File: src/ptord_pkg.sv
// Shared constants and types for the point order sorter.
`timescale 1ns / 1ps
package ptord_pkg;

  localparam int MAX_POINTS = 64;
  localparam int COORD_BITS = 32;

  localparam int COORD_W   = 32;
  localparam int OUT_IDX_W = 6;
  localparam int IDX_W     = (MAX_POINTS > 1) ? $clog2(MAX_POINTS) : 1;
  localparam int CNT_W     = $clog2(MAX_POINTS + 1);
  localparam int SHIFT_W   = 7;
  localparam int SEL_W     = 2;
  localparam int ADDR_W    = 4;
  localparam int APB_W     = 32;

  localparam logic [SEL_W-1:0] MODE_X      = 2'd0;
  localparam logic [SEL_W-1:0] MODE_Y      = 2'd1;
  localparam logic [SEL_W-1:0] MODE_Z      = 2'd2;
  localparam logic [SEL_W-1:0] MODE_ROTATE = 2'd3;

  localparam logic [1:0] REG_KEY_SEL = 2'd0;
  localparam logic [1:0] REG_SHIFT   = 2'd1;
  localparam logic [1:0] REG_REVERSE = 2'd2;

  typedef struct packed {
    logic signed [COORD_BITS-1:0] key;
    logic        [IDX_W-1:0]      idx;
  } entry_t;

  typedef struct packed {
    logic             we;
    logic [IDX_W-1:0] waddr;
    entry_t           wdata;
    logic             re;
    logic [IDX_W-1:0] raddr;
  } store_req_t;

endpackage

File: src/ptord_store.sv
// Sorted entry memory: one write port, one registered read port.
`timescale 1ns / 1ps
module ptord_store (
  input  logic                  clk,
  input  ptord_pkg::store_req_t req,
  output ptord_pkg::entry_t     rd_data
);

  ptord_pkg::entry_t mem [ptord_pkg::MAX_POINTS];

  always_ff @(posedge clk) begin
    if (req.we) begin
      mem[req.waddr] <= req.wdata;
    end
    if (req.re) begin
      rd_data <= mem[req.raddr];
    end
  end

endmodule

File: src/ptord_seq.sv
// Insertion walk, offset reduction and result sequencing.
`timescale 1ns / 1ps
module ptord_seq (
  input  logic                                clk,
  input  logic                                rst,
  input  logic [ptord_pkg::SEL_W-1:0]         key_select,
  input  logic [ptord_pkg::SHIFT_W-1:0]       shift_offset,
  input  logic                                reverse_order,
  input  logic                                s_valid,
  output logic                                s_ready,
  input  logic signed [ptord_pkg::COORD_BITS-1:0] s_key,
  input  logic                                s_last,
  output logic                                m_valid,
  input  logic                                m_ready,
  output logic [ptord_pkg::OUT_IDX_W-1:0]     m_index,
  output logic                                m_last,
  output logic                                m_ovf,
  output ptord_pkg::store_req_t               mem_req,
  input  ptord_pkg::entry_t                   rd_data
);

  localparam int IDX_W   = ptord_pkg::IDX_W;
  localparam int CNT_W   = ptord_pkg::CNT_W;
  localparam int SHIFT_W = ptord_pkg::SHIFT_W;

  typedef enum logic [5:0] {
    ST_IDLE  = 6'b000001,
    ST_WALK  = 6'b000010,
    ST_PLACE = 6'b000100,
    ST_MOD   = 6'b001000,
    ST_READ  = 6'b010000,
    ST_SHOW  = 6'b100000
  } state_t;

  state_t                               state, state_next;
  logic [CNT_W-1:0]                     count, count_next;
  logic                                 ovf, ovf_next;
  logic signed [ptord_pkg::COORD_BITS-1:0] key, key_next;
  logic                                 fin, fin_next;
  logic [IDX_W-1:0]                     pos, pos_next;
  logic [SHIFT_W-1:0]                   off, off_next;
  logic [IDX_W-1:0]                     src, src_next;
  logic [IDX_W-1:0]                     k, k_next;

  logic [SHIFT_W-1:0] n_ext;
  logic [CNT_W-1:0]   off_cnt;
  logic [IDX_W-1:0]   last_idx;
  logic [IDX_W-1:0]   new_idx;
  logic               rotate;
  logic               is_last;

  assign n_ext    = SHIFT_W'(count);
  assign off_cnt  = CNT_W'(off);
  assign last_idx = IDX_W'(count - CNT_W'(1));
  assign new_idx  = IDX_W'(count);
  assign rotate   = (key_select == ptord_pkg::MODE_ROTATE);
  assign is_last  = (k == last_idx);

  assign m_valid = (state == ST_SHOW);
  assign m_index = rotate ? ptord_pkg::OUT_IDX_W'(src) : ptord_pkg::OUT_IDX_W'(rd_data.idx);
  assign m_last  = is_last;
  assign m_ovf   = ovf;
  assign s_ready = (state == ST_IDLE);

  always_comb begin
    state_next = state;
    count_next = count;
    ovf_next   = ovf;
    key_next   = key;
    fin_next   = fin;
    pos_next   = pos;
    off_next   = off;
    src_next   = src;
    k_next     = k;
    mem_req    = '0;
    unique case (state)
      ST_IDLE: begin
        if (s_valid) begin
          key_next = s_key;
          fin_next = s_last;
          if (count == CNT_W'(ptord_pkg::MAX_POINTS)) begin
            ovf_next = 1'b1;
            if (s_last) begin
              off_next   = shift_offset;
              state_next = ST_MOD;
            end
          end else begin
            pos_next = new_idx;
            if (count == '0) begin
              state_next = ST_PLACE;
            end else begin
              mem_req.re    = 1'b1;
              mem_req.raddr = new_idx - IDX_W'(1);
              state_next    = ST_WALK;
            end
          end
        end
      end
      ST_WALK: begin
        mem_req.we    = 1'b1;
        mem_req.waddr = pos;
        if (rd_data.key > key) begin
          mem_req.wdata = rd_data;
          pos_next      = pos - IDX_W'(1);
          if (pos == IDX_W'(1)) begin
            state_next = ST_PLACE;
          end else begin
            mem_req.re    = 1'b1;
            mem_req.raddr = pos - IDX_W'(2);
          end
        end else begin
          mem_req.wdata.key = key;
          mem_req.wdata.idx = new_idx;
          count_next        = count + CNT_W'(1);
          if (fin) begin
            off_next   = shift_offset;
            state_next = ST_MOD;
          end else begin
            state_next = ST_IDLE;
          end
        end
      end
      ST_PLACE: begin
        mem_req.we        = 1'b1;
        mem_req.waddr     = pos;
        mem_req.wdata.key = key;
        mem_req.wdata.idx = new_idx;
        count_next        = count + CNT_W'(1);
        if (fin) begin
          off_next   = shift_offset;
          state_next = ST_MOD;
        end else begin
          state_next = ST_IDLE;
        end
      end
      ST_MOD: begin
        if (off >= n_ext) begin
          off_next = off - n_ext;
        end else begin
          k_next = '0;
          if (reverse_order) begin
            pos_next = last_idx;
            src_next = IDX_W'(count - CNT_W'(1) - off_cnt);
          end else begin
            pos_next = '0;
            src_next = (off == '0) ? '0 : IDX_W'(count - off_cnt);
          end
          state_next = ST_READ;
        end
      end
      ST_READ: begin
        mem_req.re    = 1'b1;
        mem_req.raddr = pos;
        state_next    = ST_SHOW;
      end
      ST_SHOW: begin
        if (m_ready) begin
          if (is_last) begin
            count_next = '0;
            ovf_next   = 1'b0;
            state_next = ST_IDLE;
          end else begin
            k_next = k + IDX_W'(1);
            if (reverse_order) begin
              pos_next = pos - IDX_W'(1);
              src_next = (src == '0) ? last_idx : src - IDX_W'(1);
            end else begin
              pos_next = pos + IDX_W'(1);
              src_next = (src == last_idx) ? '0 : src + IDX_W'(1);
            end
            state_next = ST_READ;
          end
        end
      end
      default: begin
        state_next = ST_IDLE;
      end
    endcase
  end

  always_ff @(posedge clk) begin
    if (rst) begin
      state <= ST_IDLE;
      count <= '0;
      ovf   <= 1'b0;
    end else begin
      state <= state_next;
      count <= count_next;
      ovf   <= ovf_next;
    end
    key <= key_next;
    fin <= fin_next;
    pos <= pos_next;
    off <= off_next;
    src <= src_next;
    k   <= k_next;
  end

  a_no_write_idle: assert property (@(posedge clk) disable iff (rst)
    (state == ST_IDLE) |-> !mem_req.we) else $error("store write while idle");
  a_result_nonempty: assert property (@(posedge clk) disable iff (rst)
    m_valid |-> (count != '0)) else $error("result with empty set");
  a_walk_pos: assert property (@(posedge clk) disable iff (rst)
    (state == ST_WALK) |-> (pos != '0 && CNT_W'(pos) <= count))
    else $error("walk position out of range");
  a_offset_reduced: assert property (@(posedge clk) disable iff (rst)
    (state == ST_READ) |-> (off < n_ext)) else $error("offset not reduced");
  a_show_holds: assert property (@(posedge clk) disable iff (rst)
    (m_valid && !m_ready) |=> (m_valid && $stable(k) && $stable(src)))
    else $error("pending result changed");

endmodule

File: src/point_order_sorter_core.sv
// Top level: configuration registers, key selection and sorter core.
`timescale 1ns / 1ps
// channel  | dir | handshake        | payload
// s_*      | in  | tvalid/tready    | tdata x,y,z; tlast final point
// m_*      | out | tvalid/tready    | tdata source index; tlast end; tuser overflow
// apb      | in  | psel/penable     | key_select, shift_offset, reverse_order
// A point is placed by a read-compare-write walk over the entry memory that
// moves each stored entry with a larger key up by one place.
// On the final point, shift_offset is reduced modulo n by repeated subtraction,
// then each result passes a memory read state, then a show state.
// Reset clears the point count and overflow flag; the memory needs no clearing.
// While results are pending no point is taken; a stalled result holds.
module point_order_sorter_core (
  input  logic                          clk,
  input  logic                          rst,
  input  logic                          s_tvalid,
  output logic                          s_tready,
  input  logic [95:0]                   s_tdata,   // coord_x, coord_y, coord_z
  input  logic                          s_tlast,
  output logic                          m_tvalid,
  input  logic                          m_tready,
  output logic [7:0]                    m_tdata,   // source_index, zero fill
  output logic                          m_tlast,
  output logic [0:0]                    m_tuser,   // overflowed
  input  logic                          psel,
  input  logic                          penable,
  input  logic                          pwrite,
  input  logic [ptord_pkg::ADDR_W-1:0]  paddr,
  input  logic [ptord_pkg::APB_W-1:0]   pwdata,
  output logic [ptord_pkg::APB_W-1:0]   prdata,
  output logic                          pready
);

  localparam int CW = ptord_pkg::COORD_W;

  logic [ptord_pkg::SEL_W-1:0]   key_select;
  logic [ptord_pkg::SHIFT_W-1:0] shift_offset;
  logic                          reverse_order;

  logic                                  wr_en;
  logic [CW-1:0]                         field;
  logic signed [ptord_pkg::COORD_BITS-1:0] s_key;
  logic [ptord_pkg::OUT_IDX_W-1:0]       m_index;
  ptord_pkg::store_req_t                 mem_req;
  ptord_pkg::entry_t                     rd_data;

  assign pready = 1'b1;
  assign wr_en  = psel & penable & pwrite;

  always_ff @(posedge clk) begin
    if (rst) begin
      key_select    <= '0;
      shift_offset  <= '0;
      reverse_order <= 1'b0;
    end else if (wr_en) begin
      unique case (paddr[ptord_pkg::ADDR_W-1:2])
        ptord_pkg::REG_KEY_SEL: key_select    <= pwdata[ptord_pkg::SEL_W-1:0];
        ptord_pkg::REG_SHIFT:   shift_offset  <= pwdata[ptord_pkg::SHIFT_W-1:0];
        ptord_pkg::REG_REVERSE: reverse_order <= pwdata[0];
        default: begin
        end
      endcase
    end
  end

  always_comb begin
    unique case (paddr[ptord_pkg::ADDR_W-1:2])
      ptord_pkg::REG_KEY_SEL: prdata = ptord_pkg::APB_W'(key_select);
      ptord_pkg::REG_SHIFT:   prdata = ptord_pkg::APB_W'(shift_offset);
      ptord_pkg::REG_REVERSE: prdata = ptord_pkg::APB_W'(reverse_order);
      default:                prdata = '0;
    endcase
  end

  always_comb begin
    case (key_select)
      ptord_pkg::MODE_Y: field = s_tdata[2*CW-1:CW];
      ptord_pkg::MODE_Z: field = s_tdata[3*CW-1:2*CW];
      default:           field = s_tdata[CW-1:0];
    endcase
  end

  assign s_key = field[ptord_pkg::COORD_BITS-1:0];

  ptord_seq u_seq (
    .clk          (clk),
    .rst          (rst),
    .key_select   (key_select),
    .shift_offset (shift_offset),
    .reverse_order(reverse_order),
    .s_valid      (s_tvalid),
    .s_ready      (s_tready),
    .s_key        (s_key),
    .s_last       (s_tlast),
    .m_valid      (m_tvalid),
    .m_ready      (m_tready),
    .m_index      (m_index),
    .m_last       (m_tlast),
    .m_ovf        (m_tuser[0]),
    .mem_req      (mem_req),
    .rd_data      (rd_data)
  );

  ptord_store u_store (
    .clk    (clk),
    .req    (mem_req),
    .rd_data(rd_data)
  );

  assign m_tdata = 8'(m_index);

endmodule
File: config.mk
export PLATFORM = sky130hd
export DESIGN_NAME = point_order_sorter_core
export DESIGN_NICKNAME = d
export VERILOG_FILES = /design/src/ptord_pkg.sv /design/src/ptord_store.sv /design/src/ptord_seq.sv /design/src/point_order_sorter_core.sv
export SDC_FILE = /design/constraint.sdc
export NUM_CORES = 2
export LEC_CHECK = 0
export BUFFER_PORTS_ARGS = -buffer_cell sky130_fd_sc_hd__buf_2
export CORE_MARGIN = 4
export CORE_UTILIZATION = 35
export CTS_BUF_LIST = sky130_fd_sc_hd__clkbuf_16
export CTS_CLUSTER_DIAMETER = 150
export CTS_CLUSTER_SIZE = 40
export DETAILED_ROUTE_END_ITERATION = 8
export PLACE_DENSITY = 0.48
export REMOVE_ABC_BUFFERS = 1
export SLEW_MARGIN = 30
export SYNTH_ARGS = -nofsm -noshare
export SYNTH_HDL_FRONTEND = slang
export SYNTH_SLANG_ARGS = --single-unit
File: constraint.sdc
create_clock -name clk -period 5 [get_ports clk]
set_input_delay 0.25 -clock clk [delete_from_list [all_inputs] [get_ports clk]]
set_output_delay 0.25 -clock clk [all_outputs]
set_load 0.05 [all_outputs]
Word level (Yosys, flattened, before mapping) --
Memory sizes are Yosys's and may differ from the RTL's. A register that Yosys moved wholly into a read port is not among the register bits. Cells that the tools add are included.
Word-level totals: register bits 82, bits in writable memories 2432, input port bits 140, output and inout port bits 45, word-level logic and storage cells 138, memories kept 1
Memory list:
- u_store.mem | words 64, bits a word 38, rd ports 1, clocked after memory_dff 1, write ports 1, RTL line ptord_store.sv:9 | ptord_pkg::entry_t mem [ptord_pkg::MAX_POINTS];
Cells by class: add/subtract/negate cells 12, order comparisons 2, equal/unequal tests 28, mux-type cells 62, bitwise operators 2, reduce and logical (&&, ||, !) cells 19
Operators by type and width (number):
- $mux 6 | 27
- $mux 7 | 14
- $pmux 45 s2 | 1
- $pmux 32 s2 | 1
- $pmux 7 s3 | 3
- $mux 38 | 1
- $pmux 6 s6 | 1
- $gt 32x32->1 | 1
- $pmux 7 s4 | 1
- $pmux 6 s2 | 2
- $pmux 6 s4 | 1
- $sub 6x1->6 const B | 4
- $add 6x1->6 const B | 3
- $logic_not 7->1 | 2
- $eq 6x1->1 const B | 2
- $eq 6x6->1 | 2
- $ne 2x1->1 const B | 6
- $sub 6x6->6 | 2
- $ne 2x2->1 const B | 5
- $reduce_and 5->1 | 2
- $reduce_and 2->1 | 4
- $reduce_and 4->1 | 2
- $reduce_bool 4->1 | 2
- $add 7x1->7 const B | 1
- other kinds (24) | 35

Longest topological paths before layout --
depth in word-level cells 7, mapped depth 17

Cells and area by module --
From an unflattened synthesis, not the netlist that was laid out.
Unflattened totals: cells, all modules 4853, area total of the unflattened synthesis 100737.9 µm²
By module, submodules not included:
- ptord_store | times used 1, cells an instance 3989, area an instance 93314.5 µm², seq. area each 74171.1 µm²
- ptord_seq | times used 1, cells an instance 666, area an instance 6050.8 µm², seq. area each 2021.9 µm²
- point_order_sorter_core | times used 1, cells an instance 198, area an instance 1372.6 µm², seq. area each 200.2 µm²

Least setup slack after synthesis --
No wires, ideal clock.
path type reg-to-reg, from reg u_seq.count[0], to reg u_seq.count[5], data arrival time 4211 ps, path slack 719 ps, cell stages (with the launch flop) 13, buffers on the path 1, period minus slack after synthesis 4281 ps, cells stage by stage dfxtp_1 -> clkbuf_1 -> inv_1 -> ha_1 -> and3_1 -> xnor2_1 -> xor2_1 -> nor3_1 -> nor2_1 -> nor3_1 -> nand4_1 -> or3_1 -> a21oi_1
On the way: cells in the longest elaborated chain, start to end 4, elaborated cells on any way between the ends 7
RTL lines:
- start: declaration | RTL line ptord_seq.sv:36 | logic [CNT_W-1:0] count, count_next;
- start signal: assignment | RTL line ptord_seq.sv:188 | count <= count_next;
- $sub 6x1->6 | RTL line ptord_seq.sv:54 | assign last_idx = IDX_W'(count - CNT_W'(1));
- $eq 6x6->1 | RTL line ptord_seq.sv:57 | assign is_last = (k == last_idx);
- via m_tlast | RTL line point_order_sorter_core.sv:23 | output logic m_tlast,
- $ne 2x1->1 (no line)
- $reduce_and 4->1 (no line)
The timed path passes the listed nets, and every way through them passes these cells. The select of a mux whose other input is x is not followed. A chain may end at the register's enable or synchronous reset.

Worst setup path in the final report --
from reg u_store.rd_data[12] (netlist name), to reg u_store.rd_data[5] (netlist name)
On the way: cells in the longest elaborated chain, start to end 3
RTL lines:
- $gt 32x32->1 | RTL line ptord_seq.sv:102 | if (rd_data.key > key) begin
- $mux 7 | RTL line ptord_seq.sv:102
- $pmux 7 s3 | RTL line ptord_seq.sv:76 | unique case (state)
Every way passes these cells.

==> impl_results.md <==
* Max cap viols at 0
* Final setup viols at 0
* Power Total at 39.56 mW
* Longest Clk Path Bufs at 3
* RD Place Congestion at around 0.85
* Layout Area Growth over Synthesis at 14.96%
* WL/cell at around 28 um
* First-pass GRT wire length at about 490 mm
* Initial antenna violation count at 6
* Die Footprint at between 300000 and 400000 um^2
* Seq/Total Area, Yosys at 0.7338
* Clock latency on the worst-skew pair at 0.79 ns
* Worst Max-Slew Pin Slew at about 1.0 ns
* Yosys top cell by area: edfxtp_1
* Synthesis warning total at 0
* Total gr overflow at 0
* PD cells at between 300 and 400 nW/um^2
* IO Count at between 150 and 200
* # H-tree levels at 3
* IO buf count at 129
* Synth unique cells at between 70 and 80
* Pin count of the biggest net entering global routing at 67
* Gr usage total at 0.2214
* Die Y at roughly 550 um
* Final instance area at 119700 um^2
* Starting density of the core at 0.3528
* Remaining DRCs at 0
* Max Clk Rate at between 200 and 250 MHz
* Hold crit path type: input port to register
* Count leader, synth: edfxtp_1
* Worst-path clk slew at approximately 0.15 ns
* Dominant synthesized flop cell: edfxtp_1
* DP HPWL at around 220 mm
* Die width at between 500 and 600 um
* Post-Syn Instances at 7902
* Slew Limit Fails at 0
* VDD IR-drop max at 0.3231 mV
* Clk_skew at 0.05723 ns
* Clock Root Buffer: clkbuf_16
* Crit path time final at just under 5 ns
* CP Max Fanout at 5
* NumNets Final at 8683
* Hold Vio Cnt, Final at 0
* FILL cells at around 27000
* Mapped cell area at 104100 um^2
* # clock sinks at between 2000 and 3000
* Slew margin rel. at 0.3086
* Worst EP arrival at 5.40 ns
* ANT nets after route at 0
* Worst Setup Start Kind: register
* Post-synth top cells: edfxtp_1 (2528), nand2_1 (2072), nand3_1 (776), a21oi_1 (313), buf_2 (241)
* Share of the synthesized area in the top cell type at 0.7292
* Static leakage at 39.93 nW
* Avg Cell Area, Syn at roughly 13 um^2
* FF+latch count, synth at approximately 2600
* Placed Area at roughly 120000 um^2
* Endpoint type of the worst setup path: register
* Ys async rst share at 0
* Share of post-route cells with drive strength above 1 at 0.1436
* Period utilization at 0.9716
* Clock tree from TritonCTS: done
* Status: completed
* Detailed Routing Iterations Pass 1 at 8
* Iter 0 DRT Violations at 7567
* Total core area at ~300000 um^2
* Final WL at ~350 mm
* Setup Crit Path Kind: register to register
* Worst Path Required at approximately 5.5 ns
* Number of synthesized flops with an enable pin at 2528
* CTS buffer count at 74
* Vias in the first global route at approximately 65000
* Via-to-Cell Ratio at roughly 5.6
* Top cells by area, synth: edfxtp_1 (73%), nand2_1 (7.5%), nand3_1 (3.7%)
* Via count at between 60000 and 70000
* Std-Cell Rows at just under 200
[placed cells by master, fill, tap and decap left out, types with 13 or more instances in the layout]
cell type and n:
a21o_1 19, dlygate4sd3_1 64, nor4_1 17, a22o_2 38, a41oi_1 26, edfxtp_1 2528
a221oi_1 83, a31oi_1 108, a32oi_1 54, o21ai_0 118, a211oi_1 31, buf_4 617
nor3_1 43, nor2_4 71, nand3b_1 16, and3_1 149, dfxtp_1 24, o22ai_1 13
inv_1 63, a311o_1 13, nand2_1 2069, conb_1 28, a21oi_1 309, a311oi_1 61
nand3_1 775, o211ai_1 13, clkbuf_16 77, nand4_1 56, xnor2_1 31, a22oi_1 90
ha_1 58, xor2_1 23, buf_2 129, nor2_1 101, buf_12 208, mux2i_1 144
[flip-flops by register name, summed over array words and instances, names as in the netlist]
signal           flops
u_store.mem       2432
u_store.rd_data     38
u_seq.key           32
shift_offset         7
u_seq.count          7
u_seq.off            7
u_seq.k              6
u_seq.pos            6
u_seq.src            6
u_seq.state          6
key_select           2
reverse_order        1
u_seq.fin            1
u_seq.m_ovf          1
[worst paths after layout]
kind	cells after the start	slack [ns]	from	end
setup / recovery	18	0.14	u_store.rd_data[12]	u_store.rd_data[5]
hold / removal	3	0.06	s_tdata[45]	u_seq.key[13]
setup reg to reg	18	0.14	u_store.rd_data[12]	u_store.rd_data[5]
hold reg to reg	2	0.54	u_seq.count[5]	u_seq.count[5]
[worst max-delay path, cell delays in order (launching register included)]
cell and delay [ns]:
edfxtp_1 0.58, ha_1 0.41, a21o_1 0.19, a21oi_1 0.17, nor3_1 0.09, o41a_1 0.53, buf_4 0.19, o21ai_0 0.16
a211oi_1 0.11, buf_4 0.17, o211ai_1 0.48, buf_4 0.27, nor2_2 0.07, buf_12 0.14, buf_4 0.13, buf_4 0.15
a221oi_1 0.44, buf_4 0.23, a32oi_1 0.09
[through the flow]
| stage | setup WS [ns] | TNS, ns | std cells | util | hold slack [ns] |
|---|---|---|---|---|---|
| 5_1_grt | -0.005635 | -0.005635 | 12406 | 0.4056 | 0.03340 |
| 3_3_place_gp | -0.5519 | -1.269 | 12238 | 0.3951 | 0.4871 |
| 3_5_place_dp | -0.4155 | -0.6582 | 12241 | 0.3954 | 0.4984 |
| 4_1_cts | 0.02994 | 0 | 12393 | 0.4047 | 0.002697 |
| 6_report | 0.1418 | 0 | 12409 | 0.4056 | 0.06131 |
| 2_1_floorplan | -42.37 | -1438.01 | 7372 | - | 0.3191 |
[routing by layer]
| metal | track usage | vias up | part of all wire |
|---|---|---|---|
| met1 | 0.3258 | 35984 | 0.45 |
| li1 | - | 30344 | - |
| met2 | 0.3505 | 2515 | 0.46 |
| met3 | 0.02138 | 307 | 0.065 |
| met5 | 0 | - | 0.000037 |
| met4 | 0.06101 | 2 | 0.029 |
[power breakdown]
part / internal (mW) / switching [mW]
logic: 2.26 / 3.99
registers: 24.0 / 0.198
clock network: 2.90 / 6.25
[kinds of logic after synthesis]
logic type                 share of synthesized area
DFF                                           0.7338
AOI/OAI and AO/OA                            0.07305
buffers and inverters                        0.02709
and+or+nand+nor                               0.1386
other                                     0.00007214
xor gates and xnor gates                    0.004543
muxes                                        0.01449
adders and majority gates                   0.008389
[what timing repair did]
| item | 4_1_cts | 5_1_grt |
|---|---|---|
| hold buffers | 64 | 0 |
| hold endpoints to repair | 51 | 0 |
| setup endpoints to repair | 6 | 16 |
| resized for setup | 10 | 16 |
| buffers inserted | 0 | 12 |
| pin swaps | 1 | 4 |
[final cells by class]
class | count | area [um^2] | area share
clock buffers | 77 | 1927 | 0.01610
multi-input cells | 4762 | 25870 | 0.2161
diodes | 3 | 7.507 | 0.00006272
clock inverters | 11 | 120.1 | 0.001004
inverters | 58 | 217.7 | 0.001819
flip-flops and latches | 2552 | 76390 | 0.6383
repair buffers | 1027 | 10250 | 0.08563
well taps | 3919 | 4903 | 0.04097
Note: power is estimated with default switching activity, not from simulation.
